$ cat src/design/bitplane_dma_slot_sequencer_core_defines.svh
// ----------------------------------------------------------------------------
// Bitplane DMA slot sequencer assertion macros
// Shared property shorthands for the sequencer checks
// ----------------------------------------------------------------------------
`ifndef BITPLANE_DMA_SLOT_SEQUENCER_CORE_DEFINES_SVH
`define BITPLANE_DMA_SLOT_SEQUENCER_CORE_DEFINES_SVH

// condition implies consequence in the same cycle
`define BDSS_ASSERT_NOW(label, ante, cons, msg) \
    label: assert property (@(posedge i_clk) disable iff (!i_rst_n) \
        (ante) |-> (cons)) else $error(msg);

// condition implies consequence in the next cycle
`define BDSS_ASSERT_NEXT(label, ante, cons, msg) \
    label: assert property (@(posedge i_clk) disable iff (!i_rst_n) \
        (ante) |=> (cons)) else $error(msg);

`endif

$ cat src/design/bdss_pkg.sv
// ----------------------------------------------------------------------------
// Bitplane DMA slot sequencer package
// Shared constants, build parameter type and lookup functions
// ----------------------------------------------------------------------------
package bdss_pkg;

    localparam int LINE_CYCLES_DEF    = 227;
    localparam int MAX_UNIT_SLOTS_DEF = 32;

    localparam logic [15:0] CW_FMODE_BIT = 16'h0010;
    localparam logic [15:0] CW_BPU_MASK  = 16'h7000;

    // register indexes
    localparam logic [1:0] REG_SCROLL_ODD  = 2'd0;
    localparam logic [1:0] REG_SCROLL_EVEN = 2'd1;
    localparam logic [1:0] REG_FETCH_MODE  = 2'd2;
    localparam logic [1:0] REG_CHIP_REV    = 2'd3;

    // resolution codes
    localparam logic [1:0] RES_LO    = 2'd0;
    localparam logic [1:0] RES_HI    = 2'd1;
    localparam logic [1:0] RES_SUPER = 2'd2;

    // draw masks
    localparam logic [2:0] MASK_LO    = 3'b111;
    localparam logic [2:0] MASK_HI    = 3'b011;
    localparam logic [2:0] MASK_SUPER = 3'b001;

    typedef struct packed {
        logic [3:0] bpu;
        logic [1:0] res;
        logic [5:0] unit;
        logic [5:0] start;
        logic [3:0] planes;
    } t_build_cfg;

    function automatic logic [1:0] res_of(input logic [15:0] cw, input logic ecs);
        logic [1:0] r;
        if (cw[6] && ecs) r = RES_SUPER;
        else if (cw[15]) r = RES_HI;
        else r = RES_LO;
        return r;
    endfunction

    function automatic logic [2:0] draw_mask(input logic [1:0] r);
        logic [2:0] m;
        unique case (r)
            RES_LO:  m = MASK_LO;
            RES_HI:  m = MASK_HI;
            default: m = MASK_SUPER;
        endcase
        return m;
    endfunction

    function automatic logic [5:0] unit_lookup(input logic [1:0] fm, input logic [1:0] r);
        logic [5:0] v;
        unique case ({fm, r})
            4'b0000, 4'b0001, 4'b0010: v = 6'd8;
            4'b0100: v = 6'd16;
            4'b0101, 4'b0110: v = 6'd8;
            4'b1000: v = 6'd32;
            4'b1001: v = 6'd16;
            default: v = 6'd8;
        endcase
        return v;
    endfunction

    function automatic logic [5:0] start_lookup(input logic [1:0] fm, input logic [1:0] r);
        logic [5:0] v;
        unique case ({fm, r})
            4'b0000: v = 6'd8;
            4'b0001: v = 6'd4;
            4'b0010: v = 6'd2;
            4'b0100: v = 6'd16;
            4'b0101: v = 6'd8;
            4'b0110: v = 6'd4;
            4'b1000: v = 6'd32;
            4'b1001: v = 6'd16;
            default: v = 6'd8;
        endcase
        return v;
    endfunction

    function automatic logic [3:0] plane_lookup(input logic [1:0] fm, input logic [1:0] r);
        logic [3:0] v;
        unique case ({fm, r})
            4'b0000: v = 4'd8;
            4'b0001: v = 4'd4;
            4'b0010: v = 4'd2;
            4'b0110: v = 4'd4;
            default: v = 4'd8;
        endcase
        return v;
    endfunction

    // fetch order within a unit, by plane group
    function automatic logic [3:0] order_lookup(input logic [3:0] planes, input logic [2:0] c);
        logic [3:0] v;
        if (planes == 4'd2) begin
            v = c[0] ? 4'd1 : 4'd2;
        end else if (planes == 4'd4) begin
            unique case (c[1:0])
                2'd0: v = 4'd4;
                2'd1: v = 4'd2;
                2'd2: v = 4'd3;
                default: v = 4'd1;
            endcase
        end else begin
            unique case (c)
                3'd0: v = 4'd8;
                3'd1: v = 4'd4;
                3'd2: v = 4'd6;
                3'd3: v = 4'd2;
                3'd4: v = 4'd7;
                3'd5: v = 4'd3;
                3'd6: v = 4'd5;
                default: v = 4'd1;
            endcase
        end
        return v;
    endfunction

    function automatic t_build_cfg build_cfg(input logic [15:0] cw, input logic [1:0] rev,
                                             input logic [1:0] fmode);
        t_build_cfg b;
        logic       ecs;
        logic       aga;
        logic [1:0] fm;
        ecs = (rev != 2'd0);
        aga = rev[1];
        b.bpu = {1'b0, cw[14:12]};
        if (aga && ((cw & CW_FMODE_BIT) != 16'h0))
            b.bpu = ((cw & CW_BPU_MASK) != 16'h0) ? 4'd0 : 4'd8;
        b.res = res_of(cw, ecs);
        fm = 2'd0;
        if (aga) begin
            if (fmode == 2'd1 || fmode == 2'd2) fm = 2'd1;
            else if (fmode == 2'd3) fm = 2'd2;
        end
        b.unit   = unit_lookup(fm, b.res);
        b.start  = start_lookup(fm, b.res);
        b.planes = plane_lookup(fm, b.res);
        if (b.res == RES_SUPER && b.planes > 4'd2) b.planes = 4'd2;
        if (b.bpu > b.planes) b.bpu = 4'd0;
        if (!aga) begin
            if (b.res == RES_LO && b.bpu == 4'd7) b.bpu = 4'd4;
            else if (b.res == RES_HI && b.bpu > 4'd4) b.bpu = 4'd0;
            else if (b.res == RES_SUPER && b.bpu > 4'd2) b.bpu = 4'd0;
        end
        return b;
    endfunction

endpackage

$ cat src/design/bitplane_dma_slot_sequencer_core.sv
// ----------------------------------------------------------------------------
// Bitplane DMA slot sequencer core
// Window flag sequencing and per-cycle bitplane slot lookup
// ----------------------------------------------------------------------------
// Input channel (i_in_valid / o_in_stall) carries one beat per tick or signal
// change. Output channel (o_out_valid / i_out_stall) carries one beat per tick.
// Registers are to be written by the user over the APB port only while the
// block is idle; the block does not enforce this. A tick goes through the flag
// update and slot table read address, the registered table read and the output
// register; an output stall holds it in the read state. A signal change without
// a control write applies its flags. A control write rebuilds the slot table
// through the shared slot builder at one entry a cycle, all MAX_UNIT_SLOTS
// entries, before the flags are applied.
// o_in_stall is high whenever an item is in work.
// After reset every flag is clear, the unit length is eight and the slot
// table reads as no fetch until the first control write.
// When the receiver stalls, the result beat is held in the output register and
// the next tick waits until that beat has gone.
// ----------------------------------------------------------------------------
`include "bitplane_dma_slot_sequencer_core_defines.svh"

module bitplane_dma_slot_sequencer_core #(
    parameter int LINE_CYCLES    = bdss_pkg::LINE_CYCLES_DEF,
    parameter int MAX_UNIT_SLOTS = bdss_pkg::MAX_UNIT_SLOTS_DEF
) (
    input  logic        i_clk,
    input  logic        i_rst_n,
    input  logic        psel,
    input  logic        penable,
    input  logic        pwrite,
    input  logic [3:0]  paddr,
    input  logic [31:0] pwdata,
    output logic [31:0] prdata,
    output logic        pready,
    input  logic        i_in_valid,
    output logic        o_in_stall,
    input  logic        i_operation,
    input  logic [7:0]  i_hpos,
    input  logic [9:0]  i_signal_flags,
    input  logic [15:0] i_control_value,
    output logic        o_out_valid,
    input  logic        i_out_stall,
    output logic [3:0]  o_fetch_plane,
    output logic [1:0]  o_fetch_resolution,
    output logic        o_fetch_adds_modulo,
    output logic        o_draw_odd,
    output logic        o_draw_even,
    output logic        o_dma_running
);

    localparam int AW = $clog2(MAX_UNIT_SLOTS);
    localparam logic [2:0] LINE_LOW = 3'(LINE_CYCLES % 8);

    typedef enum logic [4:0] {
        ST_IDLE  = 5'b00001,
        ST_BUILD = 5'b00010,
        ST_SIG   = 5'b00100,
        ST_TICK  = 5'b01000,
        ST_RD    = 5'b10000
    } t_state;

    t_state r_state, n_state;

    // configuration registers
    logic [7:0] r_scroll_odd, r_scroll_even;
    logic [1:0] r_fetch_mode, r_chip_rev;
    logic       cfg_wr;
    logic       ecs;

    // sequencer state
    logic       r_vw, n_vw, r_en, n_en, r_ssw, n_ssw, r_stw, n_stw;
    logic       r_dst, n_dst, r_dsp, n_dsp, r_run, n_run, r_last, n_last;
    logic       r_sreq, n_sreq;
    logic [3:0] r_uc, n_uc;
    logic [15:0] r_cw;
    logic [5:0] r_unit_len;
    logic [1:0] r_unit_res;
    logic       r_tbl_valid;

    // latched beat
    logic [7:0] r_hpos;
    logic [9:0] r_sig;

    // pending tick result
    logic       r_p_fetch, n_p_fetch, r_p_row, n_p_row;
    logic       r_p_odd, n_p_odd, r_p_even, n_p_even;
    logic [AW-1:0] r_raddr, n_raddr;

    // output register
    logic       r_ovalid;
    logic [3:0] r_o_plane;
    logic [1:0] r_o_res;
    logic       r_o_mod, r_o_odd, r_o_even, r_o_run;

    logic       in_acc;
    logic       out_load;
    logic       bld_start;
    logic       bld_busy, bld_done, bld_we;
    logic [AW-1:0] bld_addr;
    logic [9:0] bld_data, ram_rdata;
    bdss_pkg::t_build_cfg new_cfg;

    logic [4:0] counter;
    logic [3:0] cmask;
    logic [2:0] dmask, jj;
    logic       on;
    logic [4:0] entry;

    assign ecs     = (r_chip_rev != 2'd0);
    assign pready  = 1'b1;
    assign cfg_wr  = psel && penable && pwrite;
    assign in_acc  = i_in_valid && !o_in_stall;
    assign o_in_stall = (r_state != ST_IDLE);
    assign new_cfg = bdss_pkg::build_cfg(i_control_value, r_chip_rev, r_fetch_mode);
    assign bld_start = in_acc && i_operation && i_signal_flags[8];

    // register write
    always_ff @(posedge i_clk) begin
        if (!i_rst_n) begin
            r_scroll_odd  <= '0;
            r_scroll_even <= '0;
            r_fetch_mode  <= '0;
            r_chip_rev    <= '0;
        end else if (cfg_wr) begin
            unique case (paddr[3:2])
                bdss_pkg::REG_SCROLL_ODD:  r_scroll_odd  <= pwdata[7:0];
                bdss_pkg::REG_SCROLL_EVEN: r_scroll_even <= pwdata[7:0];
                bdss_pkg::REG_FETCH_MODE:  r_fetch_mode  <= pwdata[1:0];
                default:                   r_chip_rev    <= pwdata[1:0];
            endcase
        end
    end

    // register read
    always_comb begin
        unique case (paddr[3:2])
            bdss_pkg::REG_SCROLL_ODD:  prdata = {24'd0, r_scroll_odd};
            bdss_pkg::REG_SCROLL_EVEN: prdata = {24'd0, r_scroll_even};
            bdss_pkg::REG_FETCH_MODE:  prdata = {30'd0, r_fetch_mode};
            default:                   prdata = {30'd0, r_chip_rev};
        endcase
    end

    // shared slot builder and table
    bdss_slot_builder #(
        .MAX_UNIT_SLOTS (MAX_UNIT_SLOTS)
    ) u_builder (
        .i_clk   (i_clk),
        .i_rst_n (i_rst_n),
        .i_start (bld_start),
        .i_cfg   (new_cfg),
        .o_busy  (bld_busy),
        .o_done  (bld_done),
        .o_we    (bld_we),
        .o_addr  (bld_addr),
        .o_data  (bld_data)
    );

    // read address is presented in the tick cycle and held while the result waits
    bdss_ram #(
        .WIDTH (10),
        .DEPTH (MAX_UNIT_SLOTS)
    ) u_slot_ram (
        .i_clk   (i_clk),
        .i_we    (bld_we),
        .i_waddr (bld_addr),
        .i_wdata (bld_data),
        .i_raddr (n_raddr),
        .o_rdata (ram_rdata)
    );

    // tick arithmetic
    assign counter = {r_uc, r_hpos[0]};
    assign cmask   = 4'((r_unit_len >> 1) - 6'd1);
    assign dmask   = bdss_pkg::draw_mask(bdss_pkg::res_of(r_cw, ecs));
    assign jj      = (r_hpos != 8'd0) ? r_hpos[2:0] : LINE_LOW;
    assign out_load = (r_state == ST_RD) && (!r_ovalid || !i_out_stall);

    // flag sequencing and control
    always_comb begin
        n_state = r_state;
        n_vw = r_vw;  n_en = r_en;  n_ssw = r_ssw; n_stw = r_stw;
        n_dst = r_dst; n_dsp = r_dsp; n_run = r_run; n_last = r_last;
        n_sreq = r_sreq; n_uc = r_uc;
        n_p_fetch = r_p_fetch; n_p_row = r_p_row;
        n_p_odd = r_p_odd; n_p_even = r_p_even; n_raddr = r_raddr;
        on = 1'b0;
        unique case (r_state)
            ST_IDLE: begin
                if (in_acc) begin
                    if (!i_operation) n_state = ST_TICK;
                    else if (i_signal_flags[8]) n_state = ST_BUILD;
                    else n_state = ST_SIG;
                end
            end
            ST_BUILD: begin
                if (bld_done) n_state = ST_SIG;
            end
            ST_SIG: begin
                n_state = ST_IDLE;
                if (!ecs) begin
                    // original chipset rules
                    if (r_sig[5:4] == 2'b10) begin
                        n_en = 1'b0; n_run = 1'b0; n_uc = '0;
                    end else if (r_sig[5:4] == 2'b01) n_en = 1'b1;
                    if (r_sig[7:6] == 2'b01) n_vw = 1'b1;
                    else if (r_sig[7:6] == 2'b10) begin
                        n_vw = 1'b0; n_run = 1'b0; n_uc = '0;
                    end
                    if (r_sig[1:0] == 2'b01) n_ssw = 1'b1;
                    else if (r_sig[1:0] == 2'b10) begin
                        n_stw = n_stw | n_run; n_sreq = n_sreq | n_run;
                    end
                    if (r_sig[3:2] == 2'b11) begin
                        if (n_run) begin
                            n_dst = 1'b0; n_dsp = 1'b1; n_sreq = 1'b1;
                        end else begin
                            n_dst = n_dst | n_ssw;
                            n_run = n_ssw & n_vw & n_en;
                        end
                    end else if (r_sig[3:2] == 2'b01) begin
                        n_dst = n_dst | (n_ssw & n_en);
                        n_run = (n_run | n_ssw) & n_vw & n_en;
                    end else if (r_sig[3:2] == 2'b10) begin
                        if (n_run) n_dst = 1'b0;
                        n_dsp = n_dsp | n_run;
                        n_sreq = n_sreq | n_run;
                    end
                    if (r_sig[9]) begin
                        n_stw = 1'b0; n_sreq = 1'b0;
                    end
                end else begin
                    // enhanced chipset rules
                    if (r_sig[7:6] == 2'b01) n_vw = 1'b1;
                    else if (r_sig[7:6] == 2'b10) begin
                        n_vw = 1'b0; n_run = 1'b0; n_uc = '0;
                    end
                    if (r_sig[1:0] == 2'b01) begin
                        n_ssw = 1'b1;
                        n_run = n_run | (n_dst & !r_sig[3]);
                    end else if (r_sig[1:0] == 2'b10) begin
                        n_stw = 1'b1;
                        n_sreq = n_sreq | n_run;
                    end
                    on = (n_run | n_ssw) & n_vw & n_en;
                    unique case (r_sig[3:0])
                        4'hD: begin
                            n_dst = 1'b1; n_run = on;
                        end
                        4'hE: begin
                            n_dsp = n_dsp | n_run; n_sreq = n_sreq | n_run; n_dst = 1'b1;
                        end
                        4'hC: begin
                            n_dsp = n_dsp | n_run; n_sreq = n_sreq | n_run;
                            n_dst = n_vw; n_run = on;
                        end
                        4'h4, 4'h5, 4'h6: begin
                            n_dst = 1'b1; n_run = on;
                        end
                        4'h8, 4'h9, 4'hA: begin
                            n_dst = 1'b0; n_dsp = n_dsp | n_run; n_sreq = n_sreq | n_run;
                        end
                        default: ;
                    endcase
                    if (r_sig[5:4] == 2'b10) begin
                        n_en = 1'b0; n_run = 1'b0; n_uc = '0;
                    end else if (r_sig[5:4] == 2'b01) begin
                        n_en = 1'b1;
                        n_run = (n_run | n_ssw) & n_vw & n_dst;
                    end
                    if (r_sig[9]) begin
                        n_stw = 1'b0; n_ssw = 1'b0; n_dsp = 1'b0;
                        if (r_unit_len > 6'd8) begin
                            n_run = 1'b0; n_last = 1'b0; n_sreq = 1'b0; n_uc = '0;
                        end
                    end
                end
            end
            ST_TICK: begin
                n_state = ST_RD;
                if (counter == 5'd0) begin
                    if (n_last) begin
                        n_run = 1'b0; n_last = 1'b0; n_dsp = 1'b0;
                        if (!ecs) n_ssw = 1'b0;
                    end
                    if (n_sreq) begin
                        n_sreq = 1'b0; n_last = 1'b1;
                    end
                end
                n_p_fetch = 1'b0;
                if (n_run) begin
                    n_p_fetch = (6'(counter) < 6'(MAX_UNIT_SLOTS));
                    if (r_hpos[0]) n_uc = (r_uc + 4'd1) & cmask;
                end else begin
                    n_uc = '0;
                end
                n_p_row  = n_last;
                n_raddr  = AW'(counter);
                n_p_odd  = ((jj & dmask) == (r_scroll_odd[2:0] & dmask));
                n_p_even = ((jj & dmask) == (r_scroll_even[2:0] & dmask));
            end
            default: begin
                // result read
                if (!r_ovalid || !i_out_stall) n_state = ST_IDLE;
            end
        endcase
    end

    always_ff @(posedge i_clk) begin
        if (!i_rst_n) begin
            r_state <= ST_IDLE;
            r_vw <= 1'b0; r_en <= 1'b0; r_ssw <= 1'b0; r_stw <= 1'b0;
            r_dst <= 1'b0; r_dsp <= 1'b0; r_run <= 1'b0; r_last <= 1'b0;
            r_sreq <= 1'b0; r_uc <= '0;
            r_cw <= '0;
            r_unit_len <= 6'd8;
            r_unit_res <= bdss_pkg::RES_LO;
            r_tbl_valid <= 1'b0;
        end else begin
            r_state <= n_state;
            r_vw <= n_vw; r_en <= n_en; r_ssw <= n_ssw; r_stw <= n_stw;
            r_dst <= n_dst; r_dsp <= n_dsp; r_run <= n_run; r_last <= n_last;
            r_sreq <= n_sreq; r_uc <= n_uc;
            if (bld_start) begin
                r_cw        <= i_control_value;
                r_unit_len  <= new_cfg.unit;
                r_unit_res  <= new_cfg.res;
                r_tbl_valid <= 1'b1;
            end
        end
    end

    // beat and pending result payload
    always_ff @(posedge i_clk) begin
        if (in_acc) begin
            r_hpos <= i_hpos;
            r_sig  <= i_signal_flags;
        end
        r_p_fetch <= n_p_fetch;
        r_p_row   <= n_p_row;
        r_p_odd   <= n_p_odd;
        r_p_even  <= n_p_even;
        r_raddr   <= n_raddr;
    end

    // slot entry from the table read
    assign entry = (r_p_fetch && r_tbl_valid) ?
                   (r_p_row ? ram_rdata[9:5] : ram_rdata[4:0]) : 5'd0;

    // output register
    always_ff @(posedge i_clk) begin
        if (!i_rst_n) begin
            r_ovalid <= 1'b0;
        end else if (out_load) begin
            r_ovalid <= 1'b1;
        end else if (!i_out_stall) begin
            r_ovalid <= 1'b0;
        end
    end

    always_ff @(posedge i_clk) begin
        if (out_load) begin
            r_o_plane <= entry[3:0];
            r_o_res   <= (entry[3:0] != 4'd0) ? r_unit_res : bdss_pkg::RES_LO;
            r_o_mod   <= entry[4];
            r_o_odd   <= r_p_odd;
            r_o_even  <= r_p_even;
            r_o_run   <= r_run;
        end
    end

    assign o_out_valid         = r_ovalid;
    assign o_fetch_plane       = r_o_plane;
    assign o_fetch_resolution  = r_o_res;
    assign o_fetch_adds_modulo = r_o_mod;
    assign o_draw_odd          = r_o_odd;
    assign o_draw_even         = r_o_even;
    assign o_dma_running       = r_o_run;

    // checks
    `BDSS_ASSERT_NOW(a_fetch_needs_run, o_out_valid && (o_fetch_plane != 4'd0), o_dma_running, "fetch reported while not running")
    `BDSS_ASSERT_NOW(a_idle_slot_quiet, o_out_valid && (o_fetch_plane == 4'd0), !o_fetch_adds_modulo && (o_fetch_resolution == 2'd0), "no-fetch slot carries fetch detail")
    `BDSS_ASSERT_NOW(a_build_blocks_input, bld_busy, o_in_stall, "input taken during table build")
    `BDSS_ASSERT_NEXT(a_tick_reaches_read, r_state == ST_TICK, r_state == ST_RD, "tick did not move to table read")

endmodule

$ cat src/design/bdss_ram.sv
// ----------------------------------------------------------------------------
// Generic simple dual-port RAM
// One write port, one read port with registered read data
// ----------------------------------------------------------------------------
module bdss_ram #(
    parameter int WIDTH = 8,
    parameter int DEPTH = 32
) (
    input  logic                     i_clk,
    input  logic                     i_we,
    input  logic [$clog2(DEPTH)-1:0] i_waddr,
    input  logic [WIDTH-1:0]         i_wdata,
    input  logic [$clog2(DEPTH)-1:0] i_raddr,
    output logic [WIDTH-1:0]         o_rdata
);

    logic [WIDTH-1:0] r_mem [DEPTH];
    logic [WIDTH-1:0] r_rdata;

    // write and registered read
    always_ff @(posedge i_clk) begin
        if (i_we) r_mem[i_waddr] <= i_wdata;
        r_rdata <= r_mem[i_raddr];
    end

    assign o_rdata = r_rdata;

endmodule

$ cat src/design/bdss_slot_builder.sv
// ----------------------------------------------------------------------------
// Slot table builder
// Sweeps the slot table one entry a cycle and writes both unit variants
// ----------------------------------------------------------------------------
module bdss_slot_builder #(
    parameter int MAX_UNIT_SLOTS = bdss_pkg::MAX_UNIT_SLOTS_DEF
) (
    input  logic                              i_clk,
    input  logic                              i_rst_n,
    input  logic                              i_start,
    input  bdss_pkg::t_build_cfg              i_cfg,
    output logic                              o_busy,
    output logic                              o_done,
    output logic                              o_we,
    output logic [$clog2(MAX_UNIT_SLOTS)-1:0] o_addr,
    output logic [9:0]                        o_data
);

    localparam int AW = $clog2(MAX_UNIT_SLOTS);
    localparam logic [AW-1:0] LAST_IDX = AW'(MAX_UNIT_SLOTS - 1);

    logic                 r_busy, n_busy;
    logic [AW-1:0]        r_idx, n_idx;
    bdss_pkg::t_build_cfg r_cfg;
    logic [5:0]           idx_x;
    logic [5:0]           c;
    logic [3:0]           p;
    logic [4:0]           row0, row1;

    // entry for the current index
    always_comb begin
        idx_x = 6'(r_idx);
        c     = idx_x & (r_cfg.start - 6'd1);
        p     = bdss_pkg::order_lookup(r_cfg.planes, c[2:0]);
        row0  = 5'd0;
        row1  = 5'd0;
        if (idx_x < r_cfg.unit && c < 6'(r_cfg.planes) && r_cfg.bpu >= p) begin
            row0 = {1'b0, p};
            row1 = {(idx_x >= (r_cfg.unit - r_cfg.start)), p};
        end
    end

    // sweep control
    always_comb begin
        n_busy = r_busy;
        n_idx  = r_idx;
        if (i_start) begin
            n_busy = 1'b1;
            n_idx  = '0;
        end else if (r_busy) begin
            if (r_idx == LAST_IDX) n_busy = 1'b0;
            else n_idx = r_idx + AW'(1);
        end
    end

    always_ff @(posedge i_clk) begin
        if (!i_rst_n) begin
            r_busy <= 1'b0;
            r_idx  <= '0;
        end else begin
            r_busy <= n_busy;
            r_idx  <= n_idx;
        end
    end

    // build parameters held for the sweep
    always_ff @(posedge i_clk) begin
        if (i_start) r_cfg <= i_cfg;
    end

    assign o_busy = r_busy;
    assign o_done = r_busy && (r_idx == LAST_IDX);
    assign o_we   = r_busy;
    assign o_addr = r_idx;
    assign o_data = {row1, row0};

endmodule
$ cat config.mk
export PLATFORM = sky130hd
export DESIGN_NAME = bitplane_dma_slot_sequencer_core
export DESIGN_NICKNAME = d
export VERILOG_FILES = /design/src/design/bdss_pkg.sv /design/src/design/bitplane_dma_slot_sequencer_core.sv /design/src/design/bdss_ram.sv /design/src/design/bdss_slot_builder.sv
export VERILOG_INCLUDE_DIRS = /design/src /design/src/design
export SDC_FILE = /design/constraint.sdc
export NUM_CORES = 1
export LEC_CHECK = 0
export BUFFER_PORTS_ARGS = -buffer_cell sky130_fd_sc_hd__clkbuf_2
export CAP_MARGIN = 30
export CORE_ASPECT_RATIO = 1.5
export CORE_MARGIN = 3
export CORE_UTILIZATION = 55
export CTS_BUF_LIST = sky130_fd_sc_hd__clkbuf_4 sky130_fd_sc_hd__clkbuf_8 sky130_fd_sc_hd__clkbuf_16
export DETAILED_ROUTE_END_ITERATION = 10
export PLACE_DENSITY = 0.74
export SLEW_MARGIN = 10
export SYNTH_ARGS = -nofsm -noshare
export SYNTH_HDL_FRONTEND = slang
export SYNTH_SLANG_ARGS = --single-unit
$ cat constraint.sdc
create_clock -name i_clk -period 11.56 [get_ports i_clk]
set_input_delay 0.578 -clock i_clk [delete_from_list [all_inputs] [get_ports i_clk]]
set_output_delay 0.578 -clock i_clk [all_outputs]
set_load 0.05 [all_outputs]
==> results of run 1 <==
-- registers in the layout, indices dropped and copies added (netlist names), 3 cells and up --
signal              count
u_slot_ram.o_rdata      5
r_sig                   9
r_raddr                 5
u_slot_ram.r_mem      160
u_builder.o_addr        5
u_builder.r_cfg        14
r_hpos                  8
r_state                 5
r_scroll_even           8
r_uc                    4
o_fetch_plane           4
r_unit_len              3
r_scroll_odd            8
-- stage by stage --
step / util (%) / power, mW
global placement: 57.8 / 1.40
global route: 61.2 / 2.30
detailed placement: 57.9 / 1.41
CTS: 61.1 / 2.23
floorplan: - / 1.32
finish: 61.2 / 2.23
-- where the power goes --
| part | switching [mW] | internal, mW | total, mW |
|---|---|---|---|
| Combinational | 0.232 | 0.0842 | 0.316 |
| Sequential | 0.0206 | 1.06 | 1.08 |
| Clock | 0.341 | 0.495 | 0.836 |
-- routing by layer --
layer | wire [µm] | up-vias | GRT usage (%)
met2 | 19200 | 376 | 45.7
met4 | 1260 | 0 | 10.8
li1 | - | 5338 | -
met1 | 13300 | 5566 | 27.6
met3 | 1890 | 70 | 3.02
met5 | 0 | - | 0
-- worst register-to-register path, stage by stage, from the launching register on --
cell,delay (ns)
dfxtp_1,0.53
nor2b_4,0.24
buf_4,0.48
buf_4,0.54
nand2_2,0.10
buf_4,0.31
buf_16,0.27
a311oi_1,0.40
o22ai_1,0.17
nor4_1,0.71
mux2i_1,0.26
-- kinds of logic after synthesis --
family | share of synthesized area (%)
simple gates | 17.9
mux | 2.67
buf+inv | 5.59
xor+xnor | 0.828
compound gates | 20.0
flops | 49.8
fa+ha+maj | 3.16
other cells | 0.0507
-- final timing paths --
path	start	endpoint	slack [ns]
hold reg to reg	r_p_even	o_draw_even	0.43
hold / removal	i_hpos[4]	r_hpos[4]	0.22
setup reg to reg	r_state[3]	u_slot_ram.o_rdata[5]	7.39
setup / recovery	r_state[3]	u_slot_ram.o_rdata[5]	7.39
-- layout make-up --
| cell class | count | area share (%) |
|---|---|---|
| clock inverter | 10 | 0.829 |
| multi-input combinational | 1032 | 42.0 |
| inverter | 42 | 0.986 |
| timing repair buffer | 78 | 2.96 |
| sequential | 266 | 46.2 |
| clock buffer | 34 | 4.41 |
| tap | 333 | 2.61 |
-- cells in the final DEF (no fill, tap or decap), types with 6 or more instances in the layout --
cell type    n
a311oi_1    80
buf_4       15
and2_1      11
nor2_1      70
a21boi_0    15
nor4_1      16
nor3_1       9
a211oi_1    85
o21ai_0     24
inv_1       39
edfxtp_1   205
clkbuf_4     7
clkbuf_2    61
nor2b_1     27
or3_1        6
o22ai_1     42
o21a_1       6
and3_1       8
conb_1      25
mux2i_1     35
clkbuf_16   25
ha_1        35
a21o_1       6
dfxtp_1     59
nand2b_1   168
a21oi_1    113
nand2_1    132
nand3_1     14
xnor2_1     10
==> metrics.sh, run 1 <==
RUN_STATUS='finished, final reports clean'
GLOBAL_ROUTE.OVERFLOW_TOTAL=0
CRIT_REQUIRED_NS=11.91
SYNTH_FF_TYPE='edfxtp_1'
MAXIMUM_NUMBER_OF_PINS_ON_ONE_NET_BEFORE_GLOBAL_ROUTE_REPAIR=119
SYNTH_CELL_TYPES=80
POST_CTS_RESIZE_COUNT=0
SLEW-LIMIT-HEADROOM_PCT=40.2
HP-CLASS='input pin to flip-flop'
PLACE_WORST_SETUP_SLACK_NS=7.58
CELLS_ALONG_THE_CRITICAL_PATH='nor2b_4 > buf_4 > buf_4 > nand2_2 > buf_4 > buf_16 > a311oi_1 > o22ai_1 > nor4_1 > mux2i_1'
DP_HPWL_UM=23200
LEAKAGE_nW=5.62
DRT-PASS1-ITER-COUNT=5
DETAILED_PLACE.AREA_UM2=15100
WORSTREGTOREGCELLS=10
CRIT_PATH_START_KIND='flip-flop'
FLOORPLAN.ROWS=72
CRITICAL_PATH.N_BUFFERS_INVERTERS=4
MULTI_INPUT_COMB_AREA_UM2=6720
ROUTEDWLPERCELL_UM=19.9
FINALCRITICALPERIOD_NS=4.17
DIE_WIDTH_UM=140
POWER_PER_CELL_AREA_nW_PER_UM2=139
NETLIST.TOP_CELL.BY_AREA='edfxtp_1'
WHS_NS=0.221
HEIGHT_OF_THE_CHIP_UM=207
NETLIST_TOP_CELLS_AREA='edfxtp_1 (42%), dfxtp_1 (8.2%), nand2b_1 (7.1%), a311oi_1 (4.7%), a211oi_1 (4.3%)'
YOSYS_WARNINGS=0
INITIAL_UTILIZATION_PCT=56.7
INSERTEDDIODECOUNT=0
WORSTPATHMAXFANOUT=49
DRIVE_GT1_SHARE_PCT=10.9
FINALHOLDVIOLATIONS=0
CLOCK-SINKS=266
MAX_SLEW_VIOLATION_COUNT=0
POST_ROUTE_SETUP_SLACK_NS=7.39
FINALSETUPTNS_NS=0
SETUP-VIOLATIONS-FINAL=0
CRITPATHMOSTFREQUENTCELL='buf_4'
PORT-BUFFER-COUNT=61
SYNTH_AREA_UM2=14800
TRITONCTS='done'
ANTENNA_FOUND_INITIAL=0
AREAGROWTHSYNTHTOFINISH_PCT=7.97
GROUTE.USAGE.OVERALL_PCT=24.3
SYNTH_SEQ_CELLS=266
CTS.HTREE.LEVELS=1
CTSLONGESTPATHBUFFERS=3
CRITICAL_PATH_CLASS='flip-flop to flip-flop'
SYN_INST=1447
DR_TOTAL_VIAS=11400
HIGHEST_CLOCK_FREQUENCY_THE_DESIGN_CAN_MEET_GHz=0.240
ANT_NETS=0
CTSHOLDBUFFERS=0
TIMING.CRITICAL_PATH.SLOWEST_STAGE_CELL='nor4_1'
FINALWEIGHTEDCONGESTION=0.913
CLOCK_TREE.ROOT_CELL='clkbuf_16'
FINAL.SETUP_SKEW_NS=0.0132
TIGHTESTPINTRANSITION_NS=0.891
IRDROPWORSTVDD_mV=0.132
TIMING.CRITICAL_PATH.TO_TYPE='flip-flop'
CORE_REGION_UM2=26100
SYNTH_EDF_COUNT=205
FP.DIEAREA_UM2=29000
SYNTH_MOST_COMMON_CELL='edfxtp_1'
MAX-CAP-VIOLATIONS=0
TIMING.CRITICAL_PATH.SLOWEST_CELL_DELAY_NS=0.71
DETAILEDROUTE.FIRSTITERATIONVIOLATIONS=1160
SEQ_AREA_FRAC_SYNTH_PCT=49.8
CTS_SETUP_BUFFERS=0
POST-ROUTE-CELL-AREA_UM2=16000
IO_PINS=123
SYNTHESIS.AREA_PER_INSTANCE_UM2=10.2
LAYOUT.NETS=1558
SYNTH_TOP_AREA_SHARE_PCT=41.6
CTS_MADE_BUFFERS=24
FINALNONFILLERCELLS=1795
WIRE_LENGTH_OF_THE_FIRST_GLOBAL_ROUTING_PASS_UM=57500
CLK_PIN_SLEW_WORST_PATHS_NS=0.07
NUMBER_OF_CELLS_IN_THE_DESIGN_AFTER_PLACEMENT=1750
CRITPATHARRIVALTIME_NS=4.52
SYNTH-ASYNC-RESET-RATIO_PCT=0
CRITICAL_PATH.TOP_DELAY_FAMILY='buffers and inverters'
CRIT_CELLS=10
WIRELENGTH_UM=35700
RSZ_0062_RAISED_AFTER_GLOBAL_ROUTING='no'
WORST_SKEW_PAIR.LATE_LATENCY_NS=0.53
LAYOUT.AREA.SEQ_UM2=7380
HOLD_DEPTH=1
TIMING.FINAL.CRIT_SHARE_PCT=36.1
GRT_PASS1_VIAS=11300
NFILLCELLS=2090
DETAILED_ROUTE_VIAS_PER_INSTANCE=6.32
DRC=0
SYNTHTOPCELLSBYCOUNT='edfxtp_1 (205), nand2b_1 (169), nand2_1 (132)'
Power figures use the tool's default switching activity.
==> inputs of run 2 (changes only) <==
==> constraint.sdc (replaced) <==
create_clock -name i_clk -period 4.3 [get_ports i_clk]
set_input_delay 0.215 -clock i_clk [delete_from_list [all_inputs] [get_ports i_clk]]
set_output_delay 0.215 -clock i_clk [all_outputs]
set_load 0.05 [all_outputs]
==> run 2 against run 1 <==
Cell count increased by 2.3%. Setup slack worse by 6.8 ns. Die area did not move. Critical path type unchanged. Largest power group unchanged. Highest routed layer unchanged.
==> metrics.sh, run 2 (synthesized netlist as in run 1, its figures left out) <==
RUN_STATUS='finished, final reports clean'
MAX_FLOP_REGISTER='u_slot_ram.r_mem'
CLOCK-SINKS=266
FINAL.SETUP_SKEW_NS=0.0138
FINALHOLDVIOLATIONS=0
LAYOUT.NETS=1598
WORSTPATHMAXFANOUT=32
FLOORPLAN.ROWS=72
FINAL_CELL_MIX='edfxtp_1 (205), nand2b_1 (168), nand2_1 (132)'
ANTENNA_FOUND_INITIAL=0
TIMING.FINAL.CRIT_SHARE_PCT=86.7
FINALNONFILLERCELLS=1836
NUMBER_OF_CELLS_IN_THE_DESIGN_AFTER_PLACEMENT=1763
DRT-PASS1-ITER-COUNT=5
TIMING.CRITICAL_PATH.TO_TYPE='flip-flop'
DRC=0
INSERTEDDIODECOUNT=0
TIMING.CRITICAL_PATH.SLOWEST_CELL_DELAY_NS=0.42
MAX_SLEW_VIOLATION_COUNT=0
TIMING.CRITICAL_PATH.SLOWEST_STAGE_CELL='edfxtp_1'
CELLS_ALONG_THE_CRITICAL_PATH='inv_1 > ha_1 > inv_1 > ha_1 > nor2_1 > nand2_1 > a32oi_1 > nor2_1 > nor3_1 > ha_1 > nand2b_1 > a21o_1 > a21o_1 > a21oi_1 > a2111o_1 > nor3_4 > buf_4'
CRITPATHARRIVALTIME_NS=3.96
GROUTE.USAGE.OVERALL_PCT=25.0
DETAILEDROUTE.FIRSTITERATIONVIOLATIONS=1131
MAX-CAP-VIOLATIONS=0
CTS_MADE_BUFFERS=25
PLACE_WORST_SETUP_SLACK_NS=0.611
CRITPATHMOSTFREQUENTCELL='ha_1'
LARGEST_REGISTER_FFS=160
GR_BUSIEST_METAL='met2'
DR_TOTAL_VIAS=11600
FINALWEIGHTEDCONGESTION=0.861
TRITONCTS='done'
MAXIMUM_NUMBER_OF_PINS_ON_ONE_NET_BEFORE_GLOBAL_ROUTE_REPAIR=94
CTS_SETUP_BUFFERS=0
HEIGHT_OF_THE_CHIP_UM=207
CRIT_PATH_START_KIND='flip-flop'
NFILLCELLS=2066
ANT_NETS=0
COMMONEST_NON_FILL_NON_TAP_CELL_IN_THE_LAYOUT='edfxtp_1'
SETUP-VIOLATIONS-FINAL=0
CTSHOLDBUFFERS=26
POWER_PER_CELL_AREA_nW_PER_UM2=369
CLK_PIN_SLEW_WORST_PATHS_NS=0.07
DESIGN_POWER_TOTAL_mW=6.06
WHS_NS=0.0318
RSZ_0062_RAISED_AFTER_GLOBAL_ROUTING='no'
ROUTEDWLPERCELL_UM=20.4
HIGHEST_CLOCK_FREQUENCY_THE_DESIGN_CAN_MEET_GHz=0.268
CLOCK_TREE.ROOT_CELL='clkbuf_16'
WORST_SKEW_PAIR.LATE_LATENCY_NS=0.53
TIGHTESTPINTRANSITION_NS=0.909
FINALSETUPTNS_NS=0
CORE_REGION_UM2=26100
GRT.MET1_USAGE_PCT=29.6
CRIT_REQUIRED_NS=4.53
CRITICAL_PATH_CLASS='flip-flop to flip-flop'
FP.DIEAREA_UM2=29000
BIGGESTREGSBYFLOPS='u_slot_ram.r_mem (160), u_builder.r_cfg (14), r_sig (9)'
INITIAL_UTILIZATION_PCT=56.7
HP-CLASS='input pin to flip-flop'
SLEW-LIMIT-HEADROOM_PCT=39.1
DIE_WIDTH_UM=140
POST_CTS_RESIZE_COUNT=0
POST_ROUTE_SETUP_SLACK_NS=0.570
DP_HPWL_UM=24100
CTSLONGESTPATHBUFFERS=3
IO_PINS=123
LEAKAGE_nW=5.81
IRDROPWORSTVDD_mV=0.477
DETAILED_PLACE.AREA_UM2=15300
DRIVE_GT1_SHARE_PCT=11.7
GRT_UTIL_MET3_PCT=3.04
FINAL_CORE_UTILIZATION_PCT=62.8
CTS.HTREE.LEVELS=1
FINALCRITICALPERIOD_NS=3.73
POST-ROUTE-CELL-AREA_UM2=16400
AREAGROWTHSYNTHTOFINISH_PCT=10.8
GLOBAL_ROUTE.OVERFLOW_TOTAL=0
WIRELENGTH_UM=37400
GRT_PASS1_VIAS=11400
DETAILED_ROUTE_VIAS_PER_INSTANCE=6.32
PORT-BUFFER-COUNT=61
WIRE_LENGTH_OF_THE_FIRST_GLOBAL_ROUTING_PASS_UM=59100
GRT.MET2_USAGE_PCT=45.9
-- run 2: cell types whose count changed in the layout (fill, tap and decap cells not counted), sizes merged --
cell         previous run  this run
buf                    17        30
bufinv                  3         2
clkbuf                 95        99
clkinv                  6         4
clkinvlp                1         2
dlygate4sd3             0        26
-- run 2: path summary, 6_finish.rpt --
kind	startpoint	endpoint	slack, ns	cells after the start
max reg2reg	u_builder.r_cfg[5]	u_slot_ram.r_mem[15][8]	0.57	17
min reg2reg	r_p_even	o_draw_even	0.43	0
max	u_builder.r_cfg[5]	u_slot_ram.r_mem[15][8]	0.57	17
min	i_control_value[6]	r_cw[6]	0.03	3
-- run 2: worst max-delay path: cells and delay by family (launching register included) --
family	cells	cell delay, ns
AO/OA/AOI/OAI	5	0.95
flip-flops	1	0.42
adder cells (fa/ha/maj)	3	0.74
buffers and inverters	3	0.52
AND/OR/NAND/NOR	6	0.77
-- run 2: power by group --
group	internal [mW]	leakage, nW	switching (mW)
Sequential	2.84	2.41	0.0574
Combinational	0.274	2.98	0.634
Clock	1.32	0.421	0.932
Total	4.44	5.81	1.62
-- run 2: per-layer routing --
metal / part of all wire, % / vias up
li1: - / 5427
met1: 37 / 5634
met2: 53 / 447
met3: 6.6 / 103
met4: 4.1 / 0
met5: 0 / -
-- run 2: cell type report --
| type | count | area (µm²) | share of cell area (%) |
|---|---|---|---|
| clock buffers | 38 | 748 | 4.56 |
| clock inverters | 8 | 97.6 | 0.595 |
| inverters | 42 | 158 | 0.961 |
| multi-input cells | 1032 | 6730 | 41.0 |
| flip-flops and latches | 266 | 7380 | 45.0 |
| well taps | 333 | 417 | 2.54 |
| repair buffers | 117 | 878 | 5.35 |
